File: config.mk
export PLATFORM = sky130hd
export DESIGN_NAME = lru_order_list_engine_core
export DESIGN_NICKNAME = d
export VERILOG_FILES = /design/src/rtl/lrulist_pkg.sv /design/src/rtl/lrulist_cell.sv /design/src/rtl/lru_order_list_engine_core.sv
export SDC_FILE = /design/constraint.sdc
export NUM_CORES = 2
export LEC_CHECK = 0
export ABC_AREA = 1
export BUFFER_PORTS_ARGS = -buffer_cell sky130_fd_sc_hd__buf_2
export CORE_AREA = 2 2 250 252
export DETAILED_ROUTE_END_ITERATION = 7
export DIE_AREA = 0 0 252 254
export HOLD_SLACK_MARGIN = 0.1
export PLACE_DENSITY = 0.77
export SYNTH_ARGS = -nofsm -noshare
export SYNTH_HDL_FRONTEND = slang
export SYNTH_SLANG_ARGS = --single-unit
export TNS_END_PERCENT = 20
File: constraint.sdc
create_clock -name i_clk -period 6.3 [get_ports i_clk]
set_input_delay 0.315 -clock i_clk [delete_from_list [all_inputs] [get_ports i_clk]]
set_output_delay 0.315 -clock i_clk [all_outputs]
set_load 0.01 [all_outputs]
File: src/rtl/lrulist_pkg.sv
// Shared types and constants for the LRU order list engine.
// Used by lrulist_cell and lru_order_list_engine_core; depends on nothing.
package lrulist_pkg;

    localparam int LRL_SLOTS = 64;
    localparam int SLOT_W    = 6;
    localparam int COUNT_W   = 7;

    typedef enum logic [1:0] {
        CMD_APPEND = 2'd0,
        CMD_REMOVE = 2'd1,
        CMD_MOVE   = 2'd2,
        CMD_EVICT  = 2'd3
    } t_cmd;

    typedef enum logic [2:0] {
        COP_NOP,
        COP_APPEND,
        COP_REMOVE,
        COP_MOVE,
        COP_SHIFT
    } t_cell_op;

    typedef enum logic {
        ST_IDLE,
        ST_EVICT
    } t_state;

    typedef struct packed {
        t_cell_op            op;
        logic [SLOT_W-1:0]   key;
    } t_cell_cmd;

    typedef struct packed {
        logic [SLOT_W-1:0]   slot;
        logic                valid;
    } t_cell_data;

    typedef struct packed {
        logic [SLOT_W-1:0]   evicted_slot;
        logic                evicted_valid;
        logic                last_result;
        logic [COUNT_W-1:0]  list_count;
        logic                error_flag;
    } t_result;

endpackage

File: src/rtl/lrulist_cell.sv
// One position of the replacement-order list: holds a slot number and a valid bit.
// Depends on lrulist_pkg; a row of these cells forms the list, head at cell 0.
module lrulist_cell (
    input  logic                   i_clk,
    input  logic                   i_rst_n,
    input  lrulist_pkg::t_cell_cmd i_cmd,
    input  logic                   i_left_valid,
    input  logic                   i_left_shift,
    input  lrulist_pkg::t_cell_data i_right,
    output lrulist_pkg::t_cell_data o_data,
    output logic                   o_shift
);
    import lrulist_pkg::*;

    logic [SLOT_W-1:0] r_slot;
    logic              r_valid;
    logic [SLOT_W-1:0] n_slot;
    logic              n_valid;
    logic              w_match;

    assign w_match = r_valid && (r_slot == i_cmd.key)
                     && (i_cmd.op == COP_REMOVE || i_cmd.op == COP_MOVE);
    // Every cell at or behind the matching one closes the gap.
    assign o_shift = i_left_shift || w_match;

    always_comb begin
        n_slot  = r_slot;
        n_valid = r_valid;
        unique case (i_cmd.op)
            COP_NOP: begin
            end
            COP_APPEND: begin
                if (!r_valid && i_left_valid) begin
                    n_slot  = i_cmd.key;
                    n_valid = 1'b1;
                end
            end
            COP_REMOVE: begin
                if (o_shift) begin
                    n_slot  = i_right.slot;
                    n_valid = i_right.valid;
                end
            end
            COP_MOVE: begin
                // The last occupied cell takes the moved slot as the new tail.
                if (o_shift && r_valid) begin
                    n_slot = i_right.valid ? i_right.slot : i_cmd.key;
                end
            end
            COP_SHIFT: begin
                n_slot  = i_right.slot;
                n_valid = i_right.valid;
            end
            default: begin
            end
        endcase
    end

    always_ff @(posedge i_clk) begin
        r_slot <= n_slot;
        if (!i_rst_n) begin
            r_valid <= 1'b0;
        end else begin
            r_valid <= n_valid;
        end
    end

    assign o_data.slot  = r_slot;
    assign o_data.valid = r_valid;

endmodule

File: src/rtl/lru_order_list_engine_core.sv
// LRU order list engine: keeps the replacement order of up to SLOTS entry slots.
// Top level; depends on lrulist_pkg and lrulist_cell.
//
// Usage: commands arrive on the input channel (i_valid / o_stall) with i_cmd,
// i_entry_slot and i_evict_limit; results leave on the output channel
// (o_valid / i_stall). A transaction happens at a clock edge where valid is
// high and stall is low. The list is a row of SLOTS cells, head at cell 0.
// Append, remove and move-to-tail are done in the acceptance cycle by the cell
// row and produce one result, registered into the output queue; while o_stall
// stays low, commands can follow each other every cycle.
// A bulk evict of n entries is accepted, then one slot per cycle is shifted out
// of the head cell while the queue is not full, the last result flagged. An
// evict of zero entries gives one empty result like the other commands.
// Results go through a two-entry output queue, so a command is still taken
// while one finished result waits; when the receiver stalls and the queue is
// full, o_stall rises and eviction pauses with no result lost.
// Synchronous active-low reset empties the list and the queue.
module lru_order_list_engine_core #(
    parameter int SLOTS = lrulist_pkg::LRL_SLOTS
) (
    input  logic                               i_clk,
    input  logic                               i_rst_n,
    input  logic                               i_valid,
    output logic                               o_stall,
    input  logic [1:0]                         i_cmd,
    input  logic [lrulist_pkg::SLOT_W-1:0]     i_entry_slot,
    input  logic [lrulist_pkg::COUNT_W-1:0]    i_evict_limit,
    output logic                               o_valid,
    input  logic                               i_stall,
    output logic [lrulist_pkg::SLOT_W-1:0]     o_evicted_slot,
    output logic                               o_evicted_valid,
    output logic                               o_last_result,
    output logic [lrulist_pkg::COUNT_W-1:0]    o_list_count,
    output logic                               o_error_flag
);
    import lrulist_pkg::*;

    t_state             r_state, n_state;
    logic [COUNT_W-1:0] r_count, n_count;
    logic [COUNT_W-1:0] r_left, n_left;

    t_result            r_q [2];
    logic               r_wr_ptr, r_rd_ptr;
    logic [1:0]         r_qcnt;

    t_cell_cmd          w_cell_cmd;
    t_cell_data         w_cell [SLOTS];
    logic               w_shift [SLOTS];
    logic [SLOTS-1:0]   w_valid;
    logic [SLOTS:0]     w_valid_inc;

    t_cmd               w_cmd;
    logic               w_full, w_accept, w_in_range, w_push, w_pop;
    logic [COUNT_W-1:0] w_evict_n;
    t_result            w_res;

    assign w_cmd      = t_cmd'(i_cmd);
    assign w_full     = (r_qcnt == 2'd2);
    assign o_stall    = (r_state != ST_IDLE) || w_full;
    assign w_accept   = i_valid && !o_stall;
    assign w_in_range = {1'b0, i_entry_slot} < COUNT_W'(SLOTS);
    assign w_evict_n  = (i_evict_limit < r_count) ? i_evict_limit : r_count;

    // Cell row.
    for (genvar g = 0; g < SLOTS; g++) begin : g_cells
        logic       w_lv;
        logic       w_ls;
        t_cell_data w_rt;
        if (g == 0) begin : g_head
            assign w_lv = 1'b1;
            assign w_ls = 1'b0;
        end else begin : g_body
            assign w_lv = w_cell[g-1].valid;
            assign w_ls = w_shift[g-1];
        end
        if (g == SLOTS - 1) begin : g_tail
            assign w_rt = '0;
        end else begin : g_inner
            assign w_rt = w_cell[g+1];
        end
        lrulist_cell u_cell (
            .i_clk        (i_clk),
            .i_rst_n      (i_rst_n),
            .i_cmd        (w_cell_cmd),
            .i_left_valid (w_lv),
            .i_left_shift (w_ls),
            .i_right      (w_rt),
            .o_data       (w_cell[g]),
            .o_shift      (w_shift[g])
        );
        assign w_valid[g] = w_cell[g].valid;
    end

    assign w_valid_inc = {1'b0, w_valid} + (SLOTS+1)'(1);

    // Next state, count and eviction counter.
    always_comb begin
        n_state = r_state;
        n_count = r_count;
        n_left  = r_left;
        unique case (r_state)
            ST_IDLE: begin
                if (w_accept) begin
                    unique case (w_cmd)
                        CMD_APPEND: begin
                            if (w_in_range && r_count < COUNT_W'(SLOTS)) begin
                                n_count = r_count + COUNT_W'(1);
                            end
                        end
                        CMD_REMOVE: begin
                            if (r_count != '0 && w_in_range) begin
                                n_count = r_count - COUNT_W'(1);
                            end
                        end
                        CMD_MOVE: begin
                        end
                        CMD_EVICT: begin
                            if (w_evict_n != '0) begin
                                n_left  = w_evict_n;
                                n_count = r_count - w_evict_n;
                                n_state = ST_EVICT;
                            end
                        end
                        default: begin
                        end
                    endcase
                end
            end
            ST_EVICT: begin
                if (!w_full) begin
                    n_left = r_left - COUNT_W'(1);
                    if (r_left == COUNT_W'(1)) begin
                        n_state = ST_IDLE;
                    end
                end
            end
            default: begin
                n_state = ST_IDLE;
            end
        endcase
    end

    // Cell commands and results.
    always_comb begin
        w_cell_cmd.op  = COP_NOP;
        w_cell_cmd.key = i_entry_slot;
        w_push         = 1'b0;
        w_res          = '0;
        w_res.last_result = 1'b1;
        w_res.list_count  = n_count;
        unique case (r_state)
            ST_IDLE: begin
                if (w_accept) begin
                    unique case (w_cmd)
                        CMD_APPEND: begin
                            w_push = 1'b1;
                            if (w_in_range && r_count < COUNT_W'(SLOTS)) begin
                                w_cell_cmd.op = COP_APPEND;
                            end
                        end
                        CMD_REMOVE, CMD_MOVE: begin
                            w_push = 1'b1;
                            if (r_count == '0) begin
                                w_res.error_flag = 1'b1;
                            end else if (w_in_range) begin
                                w_cell_cmd.op = (w_cmd == CMD_MOVE) ? COP_MOVE : COP_REMOVE;
                            end
                        end
                        CMD_EVICT: begin
                            w_push = (w_evict_n == '0);
                        end
                        default: begin
                        end
                    endcase
                end
            end
            ST_EVICT: begin
                if (!w_full) begin
                    w_cell_cmd.op       = COP_SHIFT;
                    w_push              = 1'b1;
                    w_res.evicted_slot  = w_cell[0].slot;
                    w_res.evicted_valid = 1'b1;
                    w_res.last_result   = (r_left == COUNT_W'(1));
                end
            end
            default: begin
            end
        endcase
    end

    assign w_pop = o_valid && !i_stall;

    always_ff @(posedge i_clk) begin
        if (w_push) begin
            r_q[r_wr_ptr] <= w_res;
        end
        if (!i_rst_n) begin
            r_state  <= ST_IDLE;
            r_count  <= '0;
            r_left   <= '0;
            r_wr_ptr <= 1'b0;
            r_rd_ptr <= 1'b0;
            r_qcnt   <= '0;
        end else begin
            r_state <= n_state;
            r_count <= n_count;
            r_left  <= n_left;
            if (w_push) begin
                r_wr_ptr <= !r_wr_ptr;
            end
            if (w_pop) begin
                r_rd_ptr <= !r_rd_ptr;
            end
            r_qcnt <= r_qcnt + 2'(w_push) - 2'(w_pop);
        end
    end

    assign o_valid         = (r_qcnt != 2'd0);
    assign o_evicted_slot  = r_q[r_rd_ptr].evicted_slot;
    assign o_evicted_valid = r_q[r_rd_ptr].evicted_valid;
    assign o_last_result   = r_q[r_rd_ptr].last_result;
    assign o_list_count    = r_q[r_rd_ptr].list_count;
    assign o_error_flag    = r_q[r_rd_ptr].error_flag;

    a_queue_bound: assert property (@(posedge i_clk) disable iff (!i_rst_n)
        r_qcnt != 2'd3)
        else $error("output queue count out of range");

    a_cells_packed: assert property (@(posedge i_clk) disable iff (!i_rst_n)
        $onehot(w_valid_inc))
        else $error("occupied cells are not packed toward the head");

    a_evict_left: assert property (@(posedge i_clk) disable iff (!i_rst_n)
        r_state == ST_EVICT |-> r_left != '0)
        else $error("eviction running with nothing left to evict");

    a_evict_end: assert property (@(posedge i_clk) disable iff (!i_rst_n)
        (r_state == ST_EVICT && w_push && w_res.last_result) |=> r_state == ST_IDLE)
        else $error("eviction did not finish after its last result");

endmodule
==> key figures <==
Status
  • Outcome: complete, no violations

Final layout
  • Area grow syn2layout: 7.80%
  • Final std cells w/o fill: 5098
  • Number of antenna diodes: 0
  • Share of cells above drive strength 1: 7.29%
  • Nets@finish: 4303
  • Fill count: 5418

Clock network
  • Clock latency on the worst-skew pair: 640 ps
  • CTS tree: done
  • CTS root buf: clkbuf_16
  • Clock-pin slew on the worst setup and hold paths: 60 ps
  • CTS Buf Count: 57
  • Worst-case clock buffer depth: 3
  • CTS Sinks: 500
  • Htree depth: 2

Floorplanning
  • Die height: 254 um
  • CORE AREA: 0.0613 mm2
  • Site Rows: 91
  • I/O pins: 37
  • Die X: 252 um
  • Die footprint: 0.0640 mm2
  • Initial core utilization: 54.8%

Routing
  • ANT nets after route: 0
  • DRC Markers: 0
  • WL/cell: 20.2 um
  • Pre-antenna DRT Iters: 7
  • WL met2: 47300 um
  • Vias per cell: 6.32
  • Vias: 32200
  • WL met1: 41400 um
  • Drt initial violations: 3500
  • Top sig layer: met4
  • Final WL: 103000 um
  • Detail Route met3 WL: 10700 um

Synthesis
  • Yosys reg bits: 500
  • Most instantiated cells after synthesis: nand2_1 (1275), o21ai_0 (534), edfxtp_1 (416)
  • Ys Warns: 0
  • Count leader, synth: nand2_1
  • Synth Cell Area: 0.0336 mm2
  • Cell taking the most area after synthesis: edfxtp_1
  • Async SR Flop Fraction: 0%
  • Ys flop type: edfxtp_1
  • Count of different cell masters after synthesis: 56
  • Post-synth top area share: 37.2%
  • Synthesized area per cell: 7.58 um2
  • Post-synthesis instance total: 4426
  • Top cells by area, synth: edfxtp_1 (37%), nand2_1 (14%), o21ai_0 (8.0%), dfxtp_1 (5.0%), nand3_1 (4.2%)
  • Syn Nets: 4469
  • EDFF count, synth: 416
  • Seq/Total Area, Yosys: 42.2%

Worst setup path
  • Startpoint types: register
  • Worst Path Buf+Inv: 1
  • CP Capture Type: register
  • R2R setup slack: 110 ps
  • CP max FO: 6
  • CP Class: register to register
  • Worst Path Arrival: 6540 ps
  • Most frequent CP cell: nor2_4
  • Max incr delay on CP: 410 ps
  • Largest delay share family, worst path: simple AND/OR/NAND/NOR gates
  • Worst-path cell with the longest stage delay: edfxtp_1
  • CP required: 6650 ps

Pwr
  • PwrDens: 428 mW/mm2
  • Leak: 0.0130 uW
  • VDD IR-drop max: 0.255 mV

STA
  • Final Max Slew Viols: 0
  • Final hold vios: 0
  • Post-route clock period utilization: 98.2%
  • Worst slew margin: 19.6%
  • Clock skew: 19.2 ps
  • Final setup fails: 0
  • Final TNS setup: 0 ps
  • Max Fclk: 162 MHz
  • Worst Max-Slew Pin Slew: 1190 ps
  • RSZ-0062 raised after global routing: true
  • Fin crit period: 6190 ps

Hold path
  • Hold Path Class: primary input to register

Place
  • Placed cell count: 4968
  • Number of I/O port buffers: 36
  • Post-DP HPWL: 59100 um
  • Gpl congestion: 0.923

Global routing
  • Remaining global-route overflow: 0
  • Largest net degree at the start of global routing: 199
  • Initial antenna violation count: 0
  • Gr usage total: 31.4%
  • Vias in the first global route: 29600
  • First-pass GRT wire length: 162000 um

Flow run
  • # Max-Cap Violations: 0
[worst min-delay path, stage by stage]
cell and delay (ps):
buf_2 100, a31oi_1 200, a21oi_1 190
[cell type report]
type	instances	area, um2	area share (%)
multi-input cells	3226	16900	46.8
flip-flops and latches	500	14200	39.2
inverters	333	1270	3.52
well taps	790	988	2.73
clock inverters	25	139	0.384
repair buffers	142	1050	2.91
clock buffers	82	1610	4.46
[final timing paths]
check | start | cells after the start | end
max | g_cells[0].u_cell.r_slot[3] | 40 | g_cells[63].u_cell.r_slot[3]
min | i_valid | 3 | r_wr_ptr
max reg2reg | g_cells[0].u_cell.r_slot[3] | 40 | g_cells[63].u_cell.r_slot[3]
min reg2reg | r_qcnt[1] | 1 | r_qcnt[1]
[state kept, by name (all words and copies together) (netlist names), named ones only]
name	cells
r_qcnt	2
r_q	32
r_state	1
g_cells.u_cell.r_slot	384
r_wr_ptr	1
r_rd_ptr	1
r_left	7
g_cells.u_cell.r_valid	64
r_count	7
[kinds of logic (layout without fill, tap and decap cells)]
logic type / after synthesis / count (layout) / synth area share (%)
AOI/OAI and AO/OA: 1102 / 1102 / 20.0
xor gates and xnor gates: 143 / 143 / 3.73
adders and majority gates: 24 / 24 / 0.917
buffers and inverters: 700 / 582 / 8.01
DFF: 500 / 500 / 42.2
muxes: 16 / 16 / 0.537
and+or+nand+nor: 1941 / 1941 / 24.6
[per-stage QoR]
stage / hold slack [ps] / power [uW] / setup WS (ps) / area [um2] / utilization [%]
after floorplan: 422 / 10200 / 1260 / 33600 / -
after global placement: 434 / 11800 / 289 / 34100 / 55.7
after detailed placement: 441 / 11900 / 72.7 / 34100 / 55.7
after CTS: 197 / 15100 / 283 / 35900 / 58.5
after global routing: 238 / 16400 / -263 / 36200 / 59.1
final: 204 / 15500 / 113 / 36200 / 59.1
[routing by layer]
layer / vias to the layer above / track usage, %
li1: 15100 / -
met1: 15000 / 41.9
met2: 1822 / 51.1
met3: 325 / 4.91
met4: 0 / 12.6
met5: - / 0
[timing repair]
action / CTS / global route
endpoints found under the setup margin: 0 / 34
hold buffers: 1 / 0
hold endpoints to repair: 2 / 0
gates resized for setup: 0 / 34
setup buffers: 0 / 22
[power by group]
part	total [uW]	switching (uW)	internal [uW]
Clock	3220	1410	1800
Combinational	5740	3760	1990
Sequential	6520	1350	5170
Total	15500	6520	8960
[layout by cell type, fill, tap and decap left out, types with 32 or more instances in the layout]
cell type	count
nand2_1	1264
o21ai_0	532
edfxtp_1	416
inv_1	316
nand3_1	282
o211ai_1	189
nor2_1	146
a21oi_1	109
nor3_1	104
buf_4	104
dfxtp_1	84
o22ai_1	76
xnor2_1	72
xor2_1	71
a211oi_1	66
clkbuf_16	59
nor4_1	42
o2111ai_1	36
buf_2	32
Note: power is estimated with default switching activity, not from simulation.
